==> src/design/ssdw_pkg.sv <==
// Shared constants, types and table-request structures for the subset-sum block.
// Depends on nothing; the interfaces, row builder, walker and top level import it.
package ssdw_pkg;

  localparam int MAX_ITEMS = 64;
  localparam int MAX_SUM   = 1023;

  localparam int WORD_W    = 64;
  localparam int BIT_W     = $clog2(WORD_W);
  localparam int ROW_WORDS = MAX_SUM / WORD_W + 1;
  localparam int WSEL_W    = $clog2(ROW_WORDS);
  localparam int IDX_W     = $clog2(MAX_ITEMS);
  localparam int ADDR_W    = IDX_W + WSEL_W;
  localparam int CNT_W     = $clog2(MAX_ITEMS + 1);
  localparam int VAL_W     = 10;
  localparam int SUM_W     = 10;
  localparam int RES_IDX_W = 6;

  localparam int STEP_W    = $clog2(2 * ROW_WORDS + 1);
  localparam int LAST_STEP = 2 * ROW_WORDS;

  localparam int TOP_BITS  = MAX_SUM % WORD_W + 1;
  localparam logic [WORD_W-1:0] TOP_MASK =
    (TOP_BITS == WORD_W) ? {WORD_W{1'b1}} : ((WORD_W'(1) << TOP_BITS) - WORD_W'(1));

  // One cycle's access to the reach table.
  typedef struct packed {
    logic [ADDR_W-1:0] raddr;
    logic              we;
    logic [ADDR_W-1:0] waddr;
    logic [WORD_W-1:0] wdata;
  } tbl_req_t;

  // One result item.
  typedef struct packed {
    logic                 found;
    logic                 has_element;
    logic [RES_IDX_W-1:0] chosen_index;
    logic [VAL_W-1:0]     chosen_value;
    logic                 overflowed;
    logic                 last_result;
  } res_t;

endpackage

==> src/design/ssdw_fold.sv <==
// Row builder: derives row r of the reach table from row r-1 and one element value.
// Depends on ssdw_pkg; drives the read and write ports of the table RAM.
module ssdw_fold import ssdw_pkg::*; (
  input  logic              clk,
  input  logic              rst,
  input  logic              start,
  input  logic [IDX_W-1:0]  row_in,
  input  logic [VAL_W-1:0]  value,
  input  logic [WORD_W-1:0] rdata,
  output tbl_req_t          req,
  output logic              done
);

  logic                busy;
  logic [STEP_W-1:0]   step;
  logic [IDX_W-1:0]    row;
  logic [WSEL_W-1:0]   ws;
  logic [BIT_W-1:0]    bs;
  logic [WORD_W-1:0]   pw;
  logic [WORD_W-1:0]   carry;

  logic                row0;
  logic [WSEL_W-1:0]   rd_word;
  logic [WSEL_W-1:0]   rsel;
  logic [WSEL_W-1:0]   wr_word;
  logic [WORD_W-1:0]   p_now;
  logic [WORD_W-1:0]   d;
  logic [2*WORD_W-1:0] joined;
  logic [WORD_W-1:0]   new_word;
  logic                wr_phase;

  // Each word takes two reads: the same word of the previous row, then the
  // word that the shift moves into it. The word below that one was read for
  // the previous word and is kept as the carry.
  always_comb begin
    row0     = (row == '0);
    rd_word  = WSEL_W'(step[STEP_W-1:1]);
    rsel     = step[0] ? (rd_word - ws) : rd_word;
    wr_word  = WSEL_W'(step[STEP_W-1:1] - 1'b1);
    wr_phase = busy && !step[0] && (step != '0);

    if (row0) begin
      p_now = {{(WORD_W-1){1'b0}}, (rd_word == '0)};
    end else begin
      p_now = rdata;
    end

    if (wr_word < ws) begin
      d = '0;
    end else if (row0) begin
      d = {{(WORD_W-1){1'b0}}, (wr_word == ws)};
    end else begin
      d = rdata;
    end

    joined   = {d, carry} << bs;
    new_word = pw | joined[2*WORD_W-1:WORD_W];
    if (wr_word == WSEL_W'(ROW_WORDS - 1)) begin
      new_word = new_word & TOP_MASK;
    end

    req.raddr = {row - 1'b1, rsel};
    req.we    = wr_phase;
    req.waddr = {row, wr_word};
    req.wdata = new_word;
  end

  always_ff @(posedge clk) begin
    if (rst) begin
      busy <= 1'b0;
      done <= 1'b0;
      step <= '0;
    end else begin
      done <= 1'b0;
      if (start) begin
        busy <= 1'b1;
        step <= '0;
      end else if (busy) begin
        step <= step + 1'b1;
        if (step == STEP_W'(LAST_STEP)) begin
          busy <= 1'b0;
          done <= 1'b1;
        end
      end
    end
  end

  always_ff @(posedge clk) begin
    if (start) begin
      row   <= row_in;
      ws    <= WSEL_W'(value[VAL_W-1:BIT_W]);
      bs    <= value[BIT_W-1:0];
      carry <= '0;
    end else if (busy) begin
      if (step[0]) begin
        pw <= p_now;
      end else if (step != '0) begin
        carry <= d;
      end
    end
  end

endmodule

==> config.mk <==
export PLATFORM = sky130hd
export DESIGN_NAME = ssdw_fold
export DESIGN_NICKNAME = d
export VERILOG_FILES = /design/src/design/ssdw_pkg.sv /design/src/design/ssdw_fold.sv
export SDC_FILE = /design/constraint.sdc
export NUM_CORES = 1
export LEC_CHECK = 0
export ABC_AREA = 0
export BUFFER_PORTS_ARGS = -buffer_cell sky130_fd_sc_hd__buf_4
export CAP_MARGIN = 10
export CORE_MARGIN = 3
export CORE_UTILIZATION = 40
export CTS_CLUSTER_SIZE = 14
export DETAILED_ROUTE_END_ITERATION = 12
export PLACE_DENSITY_LB_ADDON = 0.25
export SYNTH_ARGS = -nofsm -noshare
export SYNTH_HDL_FRONTEND = slang
export SYNTH_SLANG_ARGS = --single-unit
==> constraint.sdc <==
create_clock -name clk -period 10.2 [get_ports clk]
set_clock_uncertainty 0.1 [all_clocks]
set_input_delay 0.51 -clock clk [delete_from_list [all_inputs] [get_ports clk]]
set_output_delay 0.51 -clock clk [all_outputs]
set_load 0.05 [all_outputs]
-- Yosys cells after proc, flatten, opt, wreduce, memory -nomap -nowiden
Cells that the tools add are included.
- input bits: 83
- output and inout bits: 86
- bits in registers: 152
- logic and storage cells: 39
- muxes and demuxes: 8
- $lt $le $gt $ge: 1
- bitwise gates (word level): 4
- shifts and indexed selects: 1
- eq/ne operators: 2
- reductions and logical operators: 10
- add/subtract/negate cells: 4
- operators by type and width (operator ; count):
    64-bit two-way mux ; 2
    128-bit by 6-bit left shift with 128-bit output ; 1
    64-bit bitwise OR ; 1
    6-bit by 1-bit adder with 6-bit output (second input constant) ; 1
    6-bit equality test (second input constant) ; 1
    6-bit zero test ; 1
    3-bit AND reduction ; 2
    6-bit nonzero test ; 1
    6-bit by 1-bit subtractor with 6-bit output (second input constant) ; 1
    1-bit two-way mux ; 5
    4-bit equality test ; 1
    4-bit zero test ; 1
    4-bit less-than comparator ; 1
    4-bit two-way mux ; 1
    4-bit by 1-bit subtractor with 4-bit output (second input constant) ; 1
    4-bit subtractor ; 1
    1-bit inverter ; 3
    3-bit OR reduction ; 1
    1-bit logical AND ; 2
    2-bit OR reduction ; 1
    1-bit zero test ; 1

-- Logic depth before layout (Yosys ltp)
Gate-level depths: netlist (run 1).
- depth in word-level cells: 6
- depth in mapped cells: 14
- depth with buffers taken out: 11

-- Least setup slack after synthesis (run 1)
OpenSTA, ideal clock, no wires.
- path kind: reg-to-reg
- start point: register step[0]
- end point: register pw[0], enable pin
- path slack: 4.425 ns
- arrival: 5.110 ns
- library setup time: 0.565 ns
- required time: 9.535 ns
- buffers on the path: 1
- stages on the path, launching flop included: 4
- period minus slack after synthesis: 5.775 ns
- cells stage by stage: dfxtp_1 clkbuf_1 inv_1 nor3_1
- word-level cells in the longest chain between the ends: 1
- ends and longest elaborated chain (element ; line ; source):
    start, declared ; ssdw_fold.sv:15 ; logic [STEP_W-1:0] step;
    start signal, assigned ; ssdw_fold.sv:79 ; step <= step + 1'b1;
    3-bit AND reduction (no source line) ; -- ;
    end signal, assigned ; ssdw_fold.sv:96 ; pw <= p_now;
    end, declared ; ssdw_fold.sv:19 ; logic [WORD_W-1:0] pw;
Every way passes these cells.
A chain may end at the register's enable or synchronous reset.

==> flow_summary.toml, run 1 <==
[power_and_ir_drop]
p_leak_nw = 6.227
pwr-share-comb_pct = 41.5
cell_internal_pwr_mw = 1.353
power_density_nw_per_um2 = 135.8
swShare_pct = 41.25
ir_drop_uv = 132.2
p_seq_share_pct = 28.8
clockPowerShare_pct = 29.7
power_switching_mw = 0.9501

[routing]
ant_nets = 0
vias = 15340
wl_mm = 72.55
drt_iter0_markers = 2379
first_pass_iters = 6
vias_per_cell = 6.696
post-route-drc-count = 0
drt-wirelength-per-cell_microns = 31.67

[synthesis]
yosys.area_share.xor_xnor_pct = 0.8135
seq_area_frac_synth_pct = 25.37
synthMuxAreaShare_pct = 28.07
synth_top_family_by_area = "multiplexers"
yosysMostFrequentCell = "nand2_1"
syn-cell-area_sq_um = 15070
synthAdderAreaFrac_pct = 1.129
synthCells = 1724
synth-async-reset-ratio_pct = 0
ys_top_cells_by_count = "nand2_1, nor2_1, mux2i_1"
ys.flop_type = "edfxtp_1"
synth_area_leaders = "edfxtp_1, mux4_2, dfxtp_1"
yosys.area_share.simple_pct = 18.38
yosysTopAreaCell = "edfxtp_1"
synth_top_area_share_pct = 15.94
synth_compound_area_share_pct = 19.29
ys_warn_count = 0
synth_nets = 1820
syn_avg_cell_area_sq_um = 8.743
ys_seq_elements = 151
synth_edf_count = 80
synth_cell_types = 93

[finish]
synthToLayoutAreaGrowth_pct = 12.53
register_area_sq_um = 3824
final.fill_count = 3591
drive_above_1_share_pct = 23.68
fin_cells = 2291
fin_nets = 1869
multi_input_area_sq_um = 10240

[hold_path]
min_path_type = "in2reg"
min_from = "rst"

[floorplanning]
die_h_microns = 200.1
core_sq_um = 36870
ios = 169
fp-row-count = 70
die_area_sq_um = 40050
die_x_microns = 200.1
start_util_pct = 40.88

[clock_tree]
cts_resized = 0
postCtsSetupRepairBufs = 0
cts_tree = "yes"
clk_pin_slew_ns = 0.06
clock_sinks = 151
cts_buffer_depth = 2
cts_max_level = 4
root_buffer = "clkbuf_16"
tritoncts.num_buffers = 17
clock_latency_ns = 0.45
hold_buffers = 0

[setup_path]
critical_path_class = "reg2out"
cp_max_fo = 131
crit_required_ns = 9.59
critPathLaunchType = "register"
critical_path_arrival_ns = 4.57
startpoint = "bs[0]$_DFFE_PP_"
end_kind = "output pin"
r2r-start = "step[2]$_SDFFE_PP0P_"

[global_route]
grt_util_all_layers_pct = 35.09
grt_pass1_wl_mm = 104.2
grt_remaining_overflow = 0
antenna_found_initial = 5
grt_pass1_vias = 14270
grt_start_max_net_pins = 164

[sta]
tightest_slew_ns = 1.299
maxSlewViolCount = 0
rsz0062_at_grt = "no"
setup_viol = 0
fin_crit_sh_pct = 50.79
period_minus_slack_ns = 5.181
finalHoldViolations = 0
tns_ns = 0
fmax_mhz = 193.0
max-slew-margin-rel_pct = 13.37

[outcome]
status = "finished clean"

[placed_design]
portBuffers = 168
dpl.cell_count = 2258
place.gp.congestion = 1.021
dp_hpwl_mm = 53.80

[job]
cap_viol_max_count = 0
==> power by group through the flow <==
stage               combinational (mW)  clock, mW  sequential, mW
finish                           0.955      0.685           0.664
global route                     0.988      0.718           0.665
CTS                              0.928      0.693           0.664
detailed placement               0.925          0           0.677
global placement                 0.926          0           0.677
floorplan                        0.606          0           0.679
==> final cells by class <==
type | instances | area share, %
Tap cell | 504 | 3.718
Clock inverter | 9 | 0.6492
Clock buffer | 23 | 2.951
Sequential cell | 151 | 22.54
Antenna cell | 1 | 0.01475
Timing Repair Buffer | 193 | 8.837
Inverter | 40 | 0.9000
Multi-Input combinational cell | 1370 | 60.39
==> metal layers <==
metal | global-route usage (%) | wire length (microns) | vias up
li1 | - | - | 6555
met5 | 0 | 61 | -
met2 | 50.32 | 30650 | 1070
met4 | 14.43 | 3345 | 8
met1 | 49.22 | 29810 | 7524
met3 | 10.61 | 8675 | 184
==> critical path: stages (launching register included) <==
cell and delay, ns:
edfxtp_1 0.38, buf_12 0.54, inv_2 0.50, nand2_1 0.33
o22a_1 0.16, o221ai_1 0.26, a2111oi_0 1.16, buf_4 0.25
o21ai_0 0.09, nand3b_1 0.13, buf_4 0.20
==> registers in the layout (all words and copies together) (netlist names) <==
signal  count
pw         64
carry      63
bs          6
row         6
step        6
ws          4
busy        1
done        1
==> cell families after synthesis <==
family	count (synthesis)
xor+xnor	14
mux	297
fa+ha+maj	13
flops	151
compound gates	431
buf+inv	203
simple gates	615
==> per-stage QoR <==
step / cell area, sq um / utilization [%] / total power [mW] / worst slack (ns) / hold slack, ns
2_1_floorplan: 15070 / - / 1.284 / 4.425 / 0.3287
3_5_place_dp: 16350 / 44.34 / 1.602 / 5.663 / 0.3570
5_1_grt: 16960 / 45.99 / 2.371 / 4.831 / 0.09741
3_3_place_gp: 16350 / 44.34 / 1.603 / 5.692 / 0.3433
4_1_cts: 16960 / 45.99 / 2.285 / 5.168 / 0.09200
6_report: 16960 / 46.00 / 2.303 / 5.019 / 0.1096
==> layout by cell type, fill, tap and decap left out, drive strengths merged, types with 7 or more instances in the layout <==
cell type / Yosys / final
a2111oi: 16 / 16
a211oi: 37 / 37
a21oi: 120 / 120
a221oi: 7 / 7
a22oi: 12 / 12
a31oi: 27 / 27
and2: 70 / 70
buf: 87 / 193
clkbuf: 76 / 23
dfxtp: 71 / 71
edfxtp: 80 / 80
ha: 12 / 12
inv: 40 / 42
mux2: 80 / 80
mux2i: 130 / 130
mux4: 87 / 87
nand2: 243 / 243
nand3: 84 / 84
nor2: 147 / 147
nor3: 27 / 27
o211ai: 32 / 32
o21ai: 73 / 73
o221ai: 12 / 12
o22ai: 14 / 14
xor2: 8 / 8
==> final timing paths <==
| path | to | slack [ns] | depth (start not counted) |
|---|---|---|---|
| setup / recovery | req[62] | 5.02 | 10 |
| hold / removal | busy$_SDFF_PP0_ | 0.11 | 2 |
| setup reg to reg | carry[61]$_SDFFE_PP0P_ | 6.77 | 12 |
| hold reg to reg | carry[1]$_SDFFE_PP0P_ | 0.37 | 2 |
Power figures use the tool's default switching activity.
==> run 2: changes to the inputs <==
==> constraint.sdc (replaced) <==
create_clock -name clk -period 4.2 [get_ports clk]
set_clock_uncertainty 0.1 [all_clocks]
set_input_delay 0.21 -clock clk [delete_from_list [all_inputs] [get_ports clk]]
set_output_delay 0.21 -clock clk [all_outputs]
set_load 0.05 [all_outputs]
==> run 2 against run 1 <==
  * Die area is the same
  * Combinational power rose to 2.6 times the previous value
  * Sequential power rose by 140%
  * Design area up 8.8%
  * Worst hold slack worse by 0.088 ns
==> flow_summary.toml, run 2 (synthesis gave the netlist of run 1 again) <==
[outcome]
status = "finished clean"

[sta]
setup_viol = 0
finalHoldViolations = 0
fmax_mhz = 243.1
fin_crit_sh_pct = 97.94
period_minus_slack_ns = 4.114
fin_ws_ns = 0.08646
hold_ws_ns = 0.02127
tightest_slew_ns = 1.224
max-slew-margin-rel_pct = 18.09
maxSlewViolCount = 0

[setup_path]
slowest_stage = "a2111oi_2"
worst_path_dominant_cell_family = "compound AO/OA/AOI/OAI gates"
critical_path_class = "reg2out"
critical-path-max-stage-delay_ns = 0.56
critPathLaunchType = "register"
r2r_setup_slack_ns = 1.12
cp_max_fo = 7
end_kind = "output pin"
worstPathCellList = "inv_1, ha_1, inv_1, ha_1, nor2b_1, o211a_1, o211ai_1, buf_4, a211oi_1, a2111oi_2, a31oi_1, buf_4"
path_buf_inv = 4
crit_required_ns = 3.89
critical_path_arrival_ns = 3.80

[finish]
largest_reg_flops = 64
utilization_pct = 50.06
synthToLayoutAreaGrowth_pct = 22.45
layout_commonest_cell = "nand2_1"
regMostFlops = "pw"
final_cell_mix = "nand2_1, buf_4, nor2_1"
fin_nets = 2009
antennaDiodeCount = 0
reg_top3 = "pw x64, carry x63"
drive_above_1_share_pct = 26.53
design_area_sq_um = 18460

[floorplanning]
core_sq_um = 36870
die_x_microns = 200.1
fp-row-count = 70
start_util_pct = 40.88
die_h_microns = 200.1
die_area_sq_um = 40050
ios = 169

[clock_tree]
cts_buffer_depth = 2
cts_max_level = 4
clock_latency_ns = 0.46
clock_sinks = 151
root_buffer = "clkbuf_16"
tritoncts.num_buffers = 17
clk_pin_slew_ns = 0.07
cts_tree = "yes"

[hold_path]
min_path_type = "in2reg"

[global_route]
grt_util_all_layers_pct = 35.25
grt_pass1_wl_mm = 105.3
grt_pass1_vias = 14820
antenna_found_initial = 1
grt_remaining_overflow = 0
grt_start_max_net_pins = 99

[power_and_ir_drop]
power_density_nw_per_um2 = 312.1
p_leak_nw = 6.910
power_mw = 5.761
ir_drop_uv = 316.4

[routing]
wl_mm = 73.44
ant_nets = 0
post-route-drc-count = 0
first_pass_iters = 6
drt_iter0_markers = 2461
drt-wirelength-per-cell_microns = 30.22
vias_per_cell = 6.613
vias = 16070

[placed_design]
dp_hpwl_mm = 55.38
place.gp.congestion = 1.064
placed_cell_area_sq_um = 16930
dp_slack_ns = 0.2164
portBuffers = 168

[job]
cap_viol_max_count = 0
==> run 2: cell count changes in the layout (fill, tap and decap cells not counted), moves of 3 or more <==
cell,delta
buf_4,+53
buf_12,+6
a211oi_1,-3
a41oi_1,-5
o21ai_1,+4
a41oi_2,+5
o21ai_0,-5
inv_4,+3
dlygate4sd3_1,+79
==> run 2: what timing repair did <==
item	4_1_cts	5_1_grt
hold endpoints to repair	91	0
hold buffers	79	0
gates resized for setup	10	16
setup buffers	0	2
pin swaps	1	5
endpoints found under the setup margin	15	31
==> run 2: per-stage QoR <==
step	TNS, ns	std cells
3_5_place_dp	0	2317
4_1_cts	0	2428
6_report	0	2430
3_3_place_gp	0	2317
5_1_grt	-0.008532	2430
2_1_floorplan	0	1724
==> run 2: power breakdown <==
| part | switching (mW) | internal, mW |
|---|---|---|
| logic | 1.62 | 0.863 |
| registers | 0.0349 | 1.58 |
| clock network | 0.713 | 0.943 |
| total | 2.37 | 3.39 |
==> run 2: final cells by class <==
type / count / area (sq um)
timing repair buffer: 333 / 2830
clock buffer: 19 / 432.9
inverter: 40 / 152.6
clock inverter: 13 / 163.9
multi-input combinational: 1370 / 10420
fill: 3532 / 18420
sequential: 151 / 3831
tap: 504 / 630.6
==> run 2: path summary, 6_finish.rpt <==
kind | from | endpoint | cells past startpoint
min reg2reg | carry[1]$_SDFFE_PP0P_ | carry[1]$_SDFFE_PP0P_ | 2
max | step[2]$_SDFFE_PP0P_ | req[58] | 12
max reg2reg | step[2]$_SDFFE_PP0P_ | carry[62]$_SDFFE_PP0P_ | 11
min | start | row[1]$_DFFE_PP_ | 1
==> run 2: per-layer routing <==
metal / global-route usage [%] / vias up / share of wire [%]
met5: 0 / - / 0
met4: 14.94 / 0 / 5.1
met3: 8.874 / 216 / 12
met2: 51.41 / 1190 / 42
met1: 49.69 / 7820 / 40
li1: - / 6844 / -
