[src/design/ssdw_pkg.sv]
// Shared constants, types and table-request structures for the subset-sum block.
// Depends on nothing; the interfaces, row builder, walker and top level import it.
package ssdw_pkg;

  localparam int MAX_ITEMS = 64;
  localparam int MAX_SUM   = 1023;

  localparam int WORD_W    = 64;
  localparam int BIT_W     = $clog2(WORD_W);
  localparam int ROW_WORDS = MAX_SUM / WORD_W + 1;
  localparam int WSEL_W    = $clog2(ROW_WORDS);
  localparam int IDX_W     = $clog2(MAX_ITEMS);
  localparam int ADDR_W    = IDX_W + WSEL_W;
  localparam int CNT_W     = $clog2(MAX_ITEMS + 1);
  localparam int VAL_W     = 10;
  localparam int SUM_W     = 10;
  localparam int RES_IDX_W = 6;

  localparam int STEP_W    = $clog2(2 * ROW_WORDS + 1);
  localparam int LAST_STEP = 2 * ROW_WORDS;

  localparam int TOP_BITS  = MAX_SUM % WORD_W + 1;
  localparam logic [WORD_W-1:0] TOP_MASK =
    (TOP_BITS == WORD_W) ? {WORD_W{1'b1}} : ((WORD_W'(1) << TOP_BITS) - WORD_W'(1));

  // One cycle's access to the reach table.
  typedef struct packed {
    logic [ADDR_W-1:0] raddr;
    logic              we;
    logic [ADDR_W-1:0] waddr;
    logic [WORD_W-1:0] wdata;
  } tbl_req_t;

  // One result item.
  typedef struct packed {
    logic                 found;
    logic                 has_element;
    logic [RES_IDX_W-1:0] chosen_index;
    logic [VAL_W-1:0]     chosen_value;
    logic                 overflowed;
    logic                 last_result;
  } res_t;

endpackage

[src/design/ssdw_trace.sv]
// Backtrack walker: checks the target and names the chosen elements, newest first.
// Depends on ssdw_pkg; reads the table RAM and the element store.
module ssdw_trace import ssdw_pkg::*; (
  input  logic              clk,
  input  logic              rst,
  input  logic              start,
  input  logic [CNT_W-1:0]  count,
  input  logic [SUM_W-1:0]  target,
  input  logic              ovf,
  input  logic [WORD_W-1:0] rdata,
  input  logic [VAL_W-1:0]  evalue,
  input  logic              slot_free,
  output tbl_req_t          req,
  output logic [IDX_W-1:0]  eaddr,
  output logic              emit,
  output res_t              res,
  output logic              done
);

  typedef enum logic [2:0] {
    T_IDLE,
    T_CHECK,
    T_FIRST,
    T_READ,
    T_DECIDE
  } tstate_t;

  tstate_t            state;
  logic [SUM_W-1:0]   s;
  logic [IDX_W-1:0]   i;
  logic               empty;
  logic               ovf_r;

  logic               hit;
  logic               reach_now;
  logic               reach_prev;
  logic [SUM_W-1:0]   s_left;
  logic [WSEL_W-1:0]  sword;

  always_comb begin
    sword      = WSEL_W'(s[SUM_W-1:BIT_W]);
    hit        = rdata[s[BIT_W-1:0]];
    reach_now  = empty ? (s == '0) : hit;
    reach_prev = (i == '0) ? 1'b0 : hit;
    s_left     = s - SUM_W'(evalue);

    req.we    = 1'b0;
    req.waddr = '0;
    req.wdata = '0;
    if (state == T_CHECK || state == T_FIRST) begin
      req.raddr = {i, sword};
    end else begin
      req.raddr = {i - 1'b1, sword};
    end
    eaddr = i;

    emit = 1'b0;
    res  = '0;
    res.overflowed = ovf_r;
    case (state)
      T_FIRST: begin
        if (!reach_now || s == '0) begin
          emit            = slot_free;
          res.found       = reach_now;
          res.last_result = 1'b1;
        end
      end
      T_DECIDE: begin
        if (!reach_prev) begin
          emit             = slot_free;
          res.found        = 1'b1;
          res.has_element  = 1'b1;
          res.chosen_index = RES_IDX_W'(i);
          res.chosen_value = evalue;
          res.last_result  = (s_left == '0);
        end
      end
      default: begin
      end
    endcase
  end

  // The read address is held while waiting for an output slot, so the
  // registered read data stays valid across the stall.
  always_ff @(posedge clk) begin
    if (rst) begin
      state <= T_IDLE;
      done  <= 1'b0;
    end else begin
      done <= 1'b0;
      case (state)
        T_IDLE: begin
          if (start) begin
            state <= T_CHECK;
          end
        end
        T_CHECK: begin
          state <= T_FIRST;
        end
        T_FIRST: begin
          if (!reach_now || s == '0) begin
            if (slot_free) begin
              state <= T_IDLE;
              done  <= 1'b1;
            end
          end else begin
            state <= T_READ;
          end
        end
        T_READ: begin
          state <= T_DECIDE;
        end
        T_DECIDE: begin
          if (reach_prev) begin
            state <= T_READ;
          end else if (slot_free) begin
            if (s_left == '0) begin
              state <= T_IDLE;
              done  <= 1'b1;
            end else begin
              state <= T_READ;
            end
          end
        end
        default: begin
          state <= T_IDLE;
        end
      endcase
    end
  end

  always_ff @(posedge clk) begin
    if (state == T_IDLE && start) begin
      s     <= target;
      i     <= IDX_W'(count - 1'b1);
      empty <= (count == '0);
      ovf_r <= ovf;
    end else if (state == T_DECIDE) begin
      if (reach_prev) begin
        i <= i - 1'b1;
      end else if (slot_free) begin
        s <= s_left;
        i <= i - 1'b1;
      end
    end
  end

endmodule

[config.mk]
export PLATFORM = sky130hd
export DESIGN_NAME = ssdw_trace
export DESIGN_NICKNAME = d
export VERILOG_FILES = /design/src/design/ssdw_pkg.sv /design/src/design/ssdw_trace.sv
export SDC_FILE = /design/constraint.sdc
export NUM_CORES = 1
export LEC_CHECK = 0
export BUFFER_PORTS_ARGS = -buffer_cell sky130_fd_sc_hd__buf_2
export CORE_UTILIZATION = 46
export CTS_CLUSTER_DIAMETER = 50
export DETAILED_ROUTE_END_ITERATION = 8
export PLACE_DENSITY_LB_ADDON = 0.3
export SETUP_SLACK_MARGIN = 0.5
export SLEW_MARGIN = 40
export SYNTH_ARGS = -nofsm -noshare
export SYNTH_HDL_FRONTEND = slang
export SYNTH_SLANG_ARGS = --single-unit
[constraint.sdc]
create_clock -name clk -period 6.01 [get_ports clk]
set_input_delay 0.3005 -clock clk [delete_from_list [all_inputs] [get_ports clk]]
set_output_delay 0.3005 -clock clk [all_outputs]
set_load 0.1 [all_outputs]
# [Word level (Yosys, flattened, before mapping)]
# Index checks and enable logic that the tools add are counted.
[classes] n_div=0 bitwise=0 shifts=0 n_mux=36 n_mul=0 eq_ne=8 reduce_logical=15 n_addsub=3 n_lt_le_gt_ge=1
[ops] cell="$mux 10" n=5
[ops] cell="$mux 6" n=4
[ops] cell="$logic_not 10->1" n=2
[ops] cell="$mux 18" n=1
[ops] cell="$mux 17" n=1
[ops] cell="$mux 3" n=5
[ops] cell="$pmux 3 s5" n=1
[ops] cell="$mux 1" n=13
[ops] cell="$sub 6x1->6 const B" n=2
[ops] cell="$sub 10x10->10" n=1
[ops] cell="$pmux 1 s2" n=4
[ops] cell="$logic_not 7->1" n=1
[ops] cell="$lt 6x7->1 const B" n=1
[ops] cell="$bmux 1 s6" n=1
[ops] cell="$eq 3x2->1 const B" n=2
[ops] cell="$logic_not 6->1" n=1
[ops] cell="$ne 3x3->1 const B" n=2
[ops] cell="$reduce_and 3->1" n=2
[ops] cell="$reduce_bool 2->1" n=2
[ops] cell="$eq 3x1->1 const B" n=1
[ops] cell="$eq 3x3->1 const B" n=1
[ops] cell="$logic_not 3->1" n=1
[ops] cell="$reduce_bool 3->1" n=1
[ops] cell="$logic_or 1x1->1" n=2
[ops] cell="other kinds (6)" n=6
[word_totals] regBits=22 ramBits=0 wordCells=69 latch_bits=0 mem_count=0 romBits=0 inputBits=96

# [Longest topological paths before layout]
# Gate-level depths: netlist (run 1).
[logic_depth] depth_word=7 ltp_mapped=11 depth_no_buf=10

# [Least setup slack after synthesis (run 1)]
# OpenSTA, ideal clock, no wires.
[synth_path] path_type="register -> output" start="reg s[0]" end="out res[19] (netlist bit)" slack_ps=1691 t_arrival_ps=4018 path_stages_with_launch=9 t_required_ps=5709 cell_sequence="edfxtp_1 buf_6 mux4_2 a32oi_1 nand3_1 a32o_2 nand2_1 nand2_1 a211oi_1"
[synth_lines] item="start, declared" line="ssdw_trace.sv:29" rtl="logic [SUM_W-1:0] s;"
[synth_lines] item="start signal, assigned" line="ssdw_trace.sv:134" rtl="s <= target;"
[synth_lines] item="start signal, assigned" line="ssdw_trace.sv:142" rtl="s <= s_left;"
[synth_lines] item="end, declared" line="ssdw_trace.sv:16" rtl="output res_t res,"

==> out/results.txt, run 1 <==
Status -> complete, no violations
Die area -> 6960 µm²
Static Leakage -> 1.78 nW
# setup viols final -> 0
CP Launch Point -> s[0]$_DFFE_PP_
Post-DRT Antenna Nets -> 0
Residual DRC count -> 0
Max_slew headroom -> 0.623
Total power -> 1.27 mW
Crit path cell chain -> buf_6, mux4_2, a32oi_1, nand3_1, a32o_2, a2111oi_4, buf_4, and2_1, buf_2
Hold slack -> 0.210 ns
Initial DRT Pass Iterations -> 4
Max-cap violations -> 0
Utilization after layout -> 0.547
CTS max path bufs -> 2
Final min period -> 4.09 ns
Synthesized area per cell -> 8.69 µm²
Initial Util -> 0.478
Starting DRT DRC Count -> 156
Critical path's slowest cell -> edfxtp_1
Total wire length -> 7.46 mm
Hold Crit Start -> ovf
EDFF count, synth -> 18
Final HPWL DP -> 6.28 mm
Port bufs -> 133
Net count, final -> 582
Cell Pwr Density -> 365 nW/µm²
Reg clk slew, reported paths -> 0.08 ns
Data arrival, critical path -> 3.79 ns
Area growth, synth to finish -> 14.4%
GRT Total Usage -> 0.203
Initial antenna violation count -> 0
Commonest non-fill, non-tap cell in the layout -> buf_2
Layout cell share with drive strength beyond 1 -> 0.346
Clock Sinks -> 22
HP Class -> in2reg
Total inserted antenna cells -> 0
First-pass GRT wire length -> 11.6 mm
Syn Inst Count -> 351
Number of CTS-inserted buffers -> 3
Mapped Area -> 3050 µm²
WL/cell -> 13.6 µm
Reg2reg end -> s[6]$_DFFE_PP_
Critical path startpoint category -> flop
Ys Warns -> 0
Tcrit/Tclk final -> 0.681
WHS Endpoint -> ovf_r$_DFFE_PP_
PostCTS Resize Cnt -> 0
IO Pins -> 209
CTS tree -> done
Routability cong. -> 0.904
Worst clock skew -> 0.00368 ns
RSZ-0062 raised after global routing -> no
Hold Fails Final Rpt -> 0
Max-slew violation total from the final report -> 0
CP Capture Type -> output port
Setup ws final -> 1.92 ns
CP Class -> reg2out
Reg-to-Reg Start -> s[0]$_DFFE_PP_
R2R Setup Slk -> 2.50 ns
Die Ht -> 83.5 µm
Worst slew pin tran -> 0.565 ns
Top_reg_cell synth -> edfxtp_1
Number of global-route vias before repair -> 2,456
Pin count of the biggest net entering global routing -> 35
Worst skew pair latency -> 0.26 ns
Via density -> 4.96
GRT Residual Overflow -> 0
Post-synth ARST share -> 0
Dpl ws -> 2.06 ns
Count of hold-fix buffers inserted at cts -> 0
# Post-CTS Setup Buffers -> 0
Clock root buffer -> clkbuf_8
Reg2reg path depth -> 7
Post-synthesis sequential area ratio -> 0.203
H-tree Lvls -> 1
CP peak stage delay -> 0.71 ns
Worst Path Required -> 5.71 ns
Total negative slack -> 0 ns
Max Freq -> 0.244 GHz
Peak supply drop -> 288 µV
Synth unique cells -> 56
Vias -> 2,718
Flops & latches, synth -> 22
Hold path cells -> 1
Fill cell count -> 604
Num rows -> 29
Core ar. -> 6390 µm²
Most frequent cells in the layout -> 133 x buf_2, 75 x conb_1, 31 x nand2_1
Die X -> 83.5 µm
Largest fanout on the critical path -> 12
## where the power goes
part | leakage (nW) | switching, mW | internal [mW] | total [mW]
logic | 1.55 | 0.690 | 0.218 | 0.909
clock network | 0.0228 | 0.0476 | 0.0472 | 0.0948
registers | 0.206 | 0.0564 | 0.214 | 0.270
total | 1.78 | 0.794 | 0.479 | 1.27
## synthesized netlist by cell type, drive strengths merged, types with 5 or more instances
cell type | number | area (µm²)
nand3 | 6 | 30.0
o21ai | 11 | 55.1
buf | 86 | 638
nand2 | 31 | 116
xnor2 | 10 | 87.6
inv | 21 | 78.8
xor2 | 9 | 78.8
clkbuf | 7 | 26.3
mux2 | 6 | 67.6
nor3 | 10 | 50.1
ha | 13 | 163
and3 | 5 | 31.3
edfxtp | 18 | 541
and2 | 17 | 106
o31ai | 5 | 37.5
mux4 | 13 | 293
nor2 | 11 | 41.3
a21oi | 12 | 63.8
## sequential cells by signal, summed over array words and instances (netlist names)
name   cells
done       1
eaddr      6
empty      1
ovf_r      1
s         10
state      3
## worst max-delay path, delay by kind of cell (launching register included)
kind,cells,cell delay (ns)
AOI/OAI and AO/OA,3,1.14
buffers and inverters,3,0.94
DFF,1,0.71
and+or+nand+nor,2,0.22
muxes,1,0.51
## stage by stage
step	cell area (µm²)	std cells
floorplan	3330	425
global placement	3430	542
detailed placement	3440	543
CTS	3480	547
global route	3490	548
finish	3490	548
## routing by layer
| layer | vias up | wire length [µm] | track usage |
|---|---|---|---|
| met5 | - | 0 | 0 |
| li1 | 1332 | - | - |
| met3 | 6 | 499 | 0.0287 |
| met1 | 1255 | 2810 | 0.234 |
| met4 | 0 | 63 | 0.0416 |
| met2 | 125 | 4080 | 0.396 |
## kinds of logic after synthesis
| kind of cell | Yosys count | share of synthesized area |
|---|---|---|
| AO/OA/AOI/OAI | 60 | 0.144 |
| XOR/XNOR | 19 | 0.0545 |
| adder cells (fa/ha/maj) | 14 | 0.0599 |
| buffers and inverters | 114 | 0.244 |
| flip-flops | 22 | 0.203 |
| multiplexers | 23 | 0.131 |
| other | 1 | 0.00123 |
| AND/OR/NAND/NOR | 98 | 0.162 |
## layout make-up
cell class                      instances  area [µm²]  area share
Multi-Input combinational cell        289        1970       0.563
Inverter                               21        78.8      0.0226
Tap cell                               77        96.3      0.0276
Sequential cell                        22         621       0.178
Clock buffer                            4        45.0      0.0129
Timing Repair Buffer                  135         684       0.196
## worst max path at each step
stage / endpoint / slack [ns]
after floorplan: res[19] / 1.69
after detailed placement: res[7] / 2.06
final: res[15] / 1.92
after CTS: res[7] / 1.77
after global routing: res[12] / 1.64
after global placement: res[7] / 1.95
(Power assumes the default switching activity.)
==> run 2, diff against run 1 <==
--- a/config.mk
+++ b/config.mk
@@ -6,7 +6,7 @@
 export NUM_CORES = 1
 export LEC_CHECK = 0
 export BUFFER_PORTS_ARGS = -buffer_cell sky130_fd_sc_hd__buf_2
-export CORE_UTILIZATION = 46
+export CORE_UTILIZATION = 43
 export CTS_CLUSTER_DIAMETER = 50
 export DETAILED_ROUTE_END_ITERATION = 8
 export PLACE_DENSITY_LB_ADDON = 0.3
==> constraint.sdc (replaced) <==
create_clock -name clk -period 4.25 [get_ports clk]
set_input_delay 0.2125 -clock clk [delete_from_list [all_inputs] [get_ports clk]]
set_output_delay 0.2125 -clock clk [all_outputs]
set_load 0.1 [all_outputs]
==> out/results.txt, run 2 (synthesized netlist as in run 1, its figures left out) <==
Setup ws final -> 0.751 ns
Max_slew headroom -> 0.561
GRT Residual Overflow -> 0
Tcrit/Tclk final -> 0.823
Crit path cell chain -> buf_4, inv_1, ha_1, fa_1, nor2b_1, o2111ai_1, a31oi_1, o2111a_1, o211a_1, nand4_1, a21oi_2, clkbuf_4
Crit path buffers/inverters -> 3
Pin count of the biggest net entering global routing -> 35
Biggest register -> s
Worst Path Required -> 4.04 ns
Hold Fails Final Rpt -> 0
Max-cap violations -> 0
Routability cong. -> 0.827
Fill cell count -> 664
R2R Setup Slk -> 1.06 ns
Critical path startpoint category -> flop
Via density -> 4.76
HP Class -> in2reg
Worst slew pin tran -> 0.642 ns
Commonest non-fill, non-tap cell in the layout -> buf_2
Die X -> 86.2 µm
CP peak stage delay -> 0.41 ns
Number of global-route vias before repair -> 2,387
Total negative slack -> 0 ns
GRT Total Usage -> 0.193
WHS Endpoint -> ovf_r$_DFFE_PP_
Core ar. -> 6830 µm²
Peak supply drop -> 426 µV
Static Leakage -> 1.83 nW
Largest fanout on the critical path -> 21
Reg2reg path depth -> 7
Number of CTS-inserted buffers -> 3
Largest delay contributor family on the critical path -> compound AO/OA/AOI/OAI gates
CTS tree -> done
Initial DRT Pass Iterations -> 4
Post-DRT Antenna Nets -> 0
Num rows -> 30
First-pass GRT wire length -> 11.4 mm
Reg2reg end -> eaddr[2]$_DFFE_PP_
Cell Pwr Density -> 482 nW/µm²
Hold Crit Start -> ovf
# setup viols final -> 0
CP Capture Type -> output port
Critical path's slowest cell -> fa_1
Layout cell share with drive strength beyond 1 -> 0.352
Worst clock skew -> 0.00189 ns
CTS max path bufs -> 2
Die area -> 7440 µm²
CP Class -> reg2out
Final HPWL DP -> 6.63 mm
Max-slew violation total from the final report -> 0
Residual DRC count -> 0
Die Ht -> 86.2 µm
Reg clk slew, reported paths -> 0.08 ns
Data arrival, critical path -> 3.29 ns
Starting DRT DRC Count -> 123
IO Pins -> 209
Final min period -> 3.50 ns
Hold path cells -> 1
Initial Util -> 0.447
Clock Sinks -> 22
Max Freq -> 0.286 GHz
Net count, final -> 583
WL/cell -> 13.8 µm
Initial antenna violation count -> 1
Vias -> 2,708
Reg-to-Reg Start -> s[2]$_DFFE_PP_
Clock root buffer -> clkbuf_8
H-tree Lvls -> 1
Status -> complete, no violations
Total wire length -> 7.87 mm
Dpl ws -> 0.719 ns
Port bufs -> 133
Most frequent cells in the layout -> 116 x buf_2, 75 x conb_1, 31 x nand2_1
Number of flip-flops in the largest register -> 10
Area growth, synth to finish -> 23.7%
Worst skew pair latency -> 0.26 ns
RSZ-0062 raised after global routing -> no
-- run 2: layer usage --
metal,vias up,routed length [µm],track usage
li1,1336,-,-
met1,1233,2940,0.217
met2,128,4240,0.385
met3,11,565,0.0219
met4,0,126,0.0424
met5,-,0,0
-- run 2: worst max-delay path by stage --
stage | startpoint | endpoint | slack, ns | depth (start not counted)
after floorplan | s[0]$_DFFE_PP_ | res[10] | 0.69 | 8
after global placement | s[0]$_DFFE_PP_ | s[9]$_DFFE_PP_ | 0.83 | 8
after detailed placement | s[0]$_DFFE_PP_ | s[9]$_DFFE_PP_ | 0.72 | 8
after CTS | s[0]$_DFFE_PP_ | res[3] | 0.58 | 9
after global routing | s[0]$_DFFE_PP_ | res[0] | 0.53 | 12
final | s[0]$_DFFE_PP_ | res[0] | 0.75 | 12
-- run 2: per-stage QoR --
| stage | area (µm²) | power [mW] | instances | hold slack [ns] | util |
|---|---|---|---|---|---|
| after floorplan | 3340 | 1.54 | 425 | 0.275 | - |
| after global placement | 3710 | 1.67 | 563 | 0.395 | 0.544 |
| after detailed placement | 3720 | 1.68 | 563 | 0.397 | 0.544 |
| after CTS | 3760 | 1.82 | 567 | 0.128 | 0.551 |
| after global routing | 3770 | 1.91 | 569 | 0.118 | 0.552 |
| final | 3770 | 1.82 | 569 | 0.123 | 0.552 |
-- run 2: power breakdown --
part / total, mW / leakage (nW) / switching (mW) / internal [mW]
logic: 1.31 / 1.60 / 0.993 / 0.314
registers: 0.378 / 0.206 / 0.0757 / 0.302
clock network: 0.132 / 0.0231 / 0.0679 / 0.0645
-- run 2: cell type report --
type                       instances  area [µm²]  share of cell area
inverter                          21        78.8              0.0209
timing repair buffer             136         931               0.247
clock inverter                     1        3.75            0.000995
sequential                        22         621               0.164
multi-input combinational        289        1980               0.524
antenna                            1        2.50            0.000663
clock buffer                       3        41.3              0.0109
tap                               96         120              0.0318
-- run 2: timing repair --
| item | in CTS | in global routing |
|---|---|---|
| buffers inserted | 0 | 1 |
| gates resized for setup | 0 | 1 |
| setup endpoints to repair | 0 | 17 |
| hold buffers | 0 | 0 |
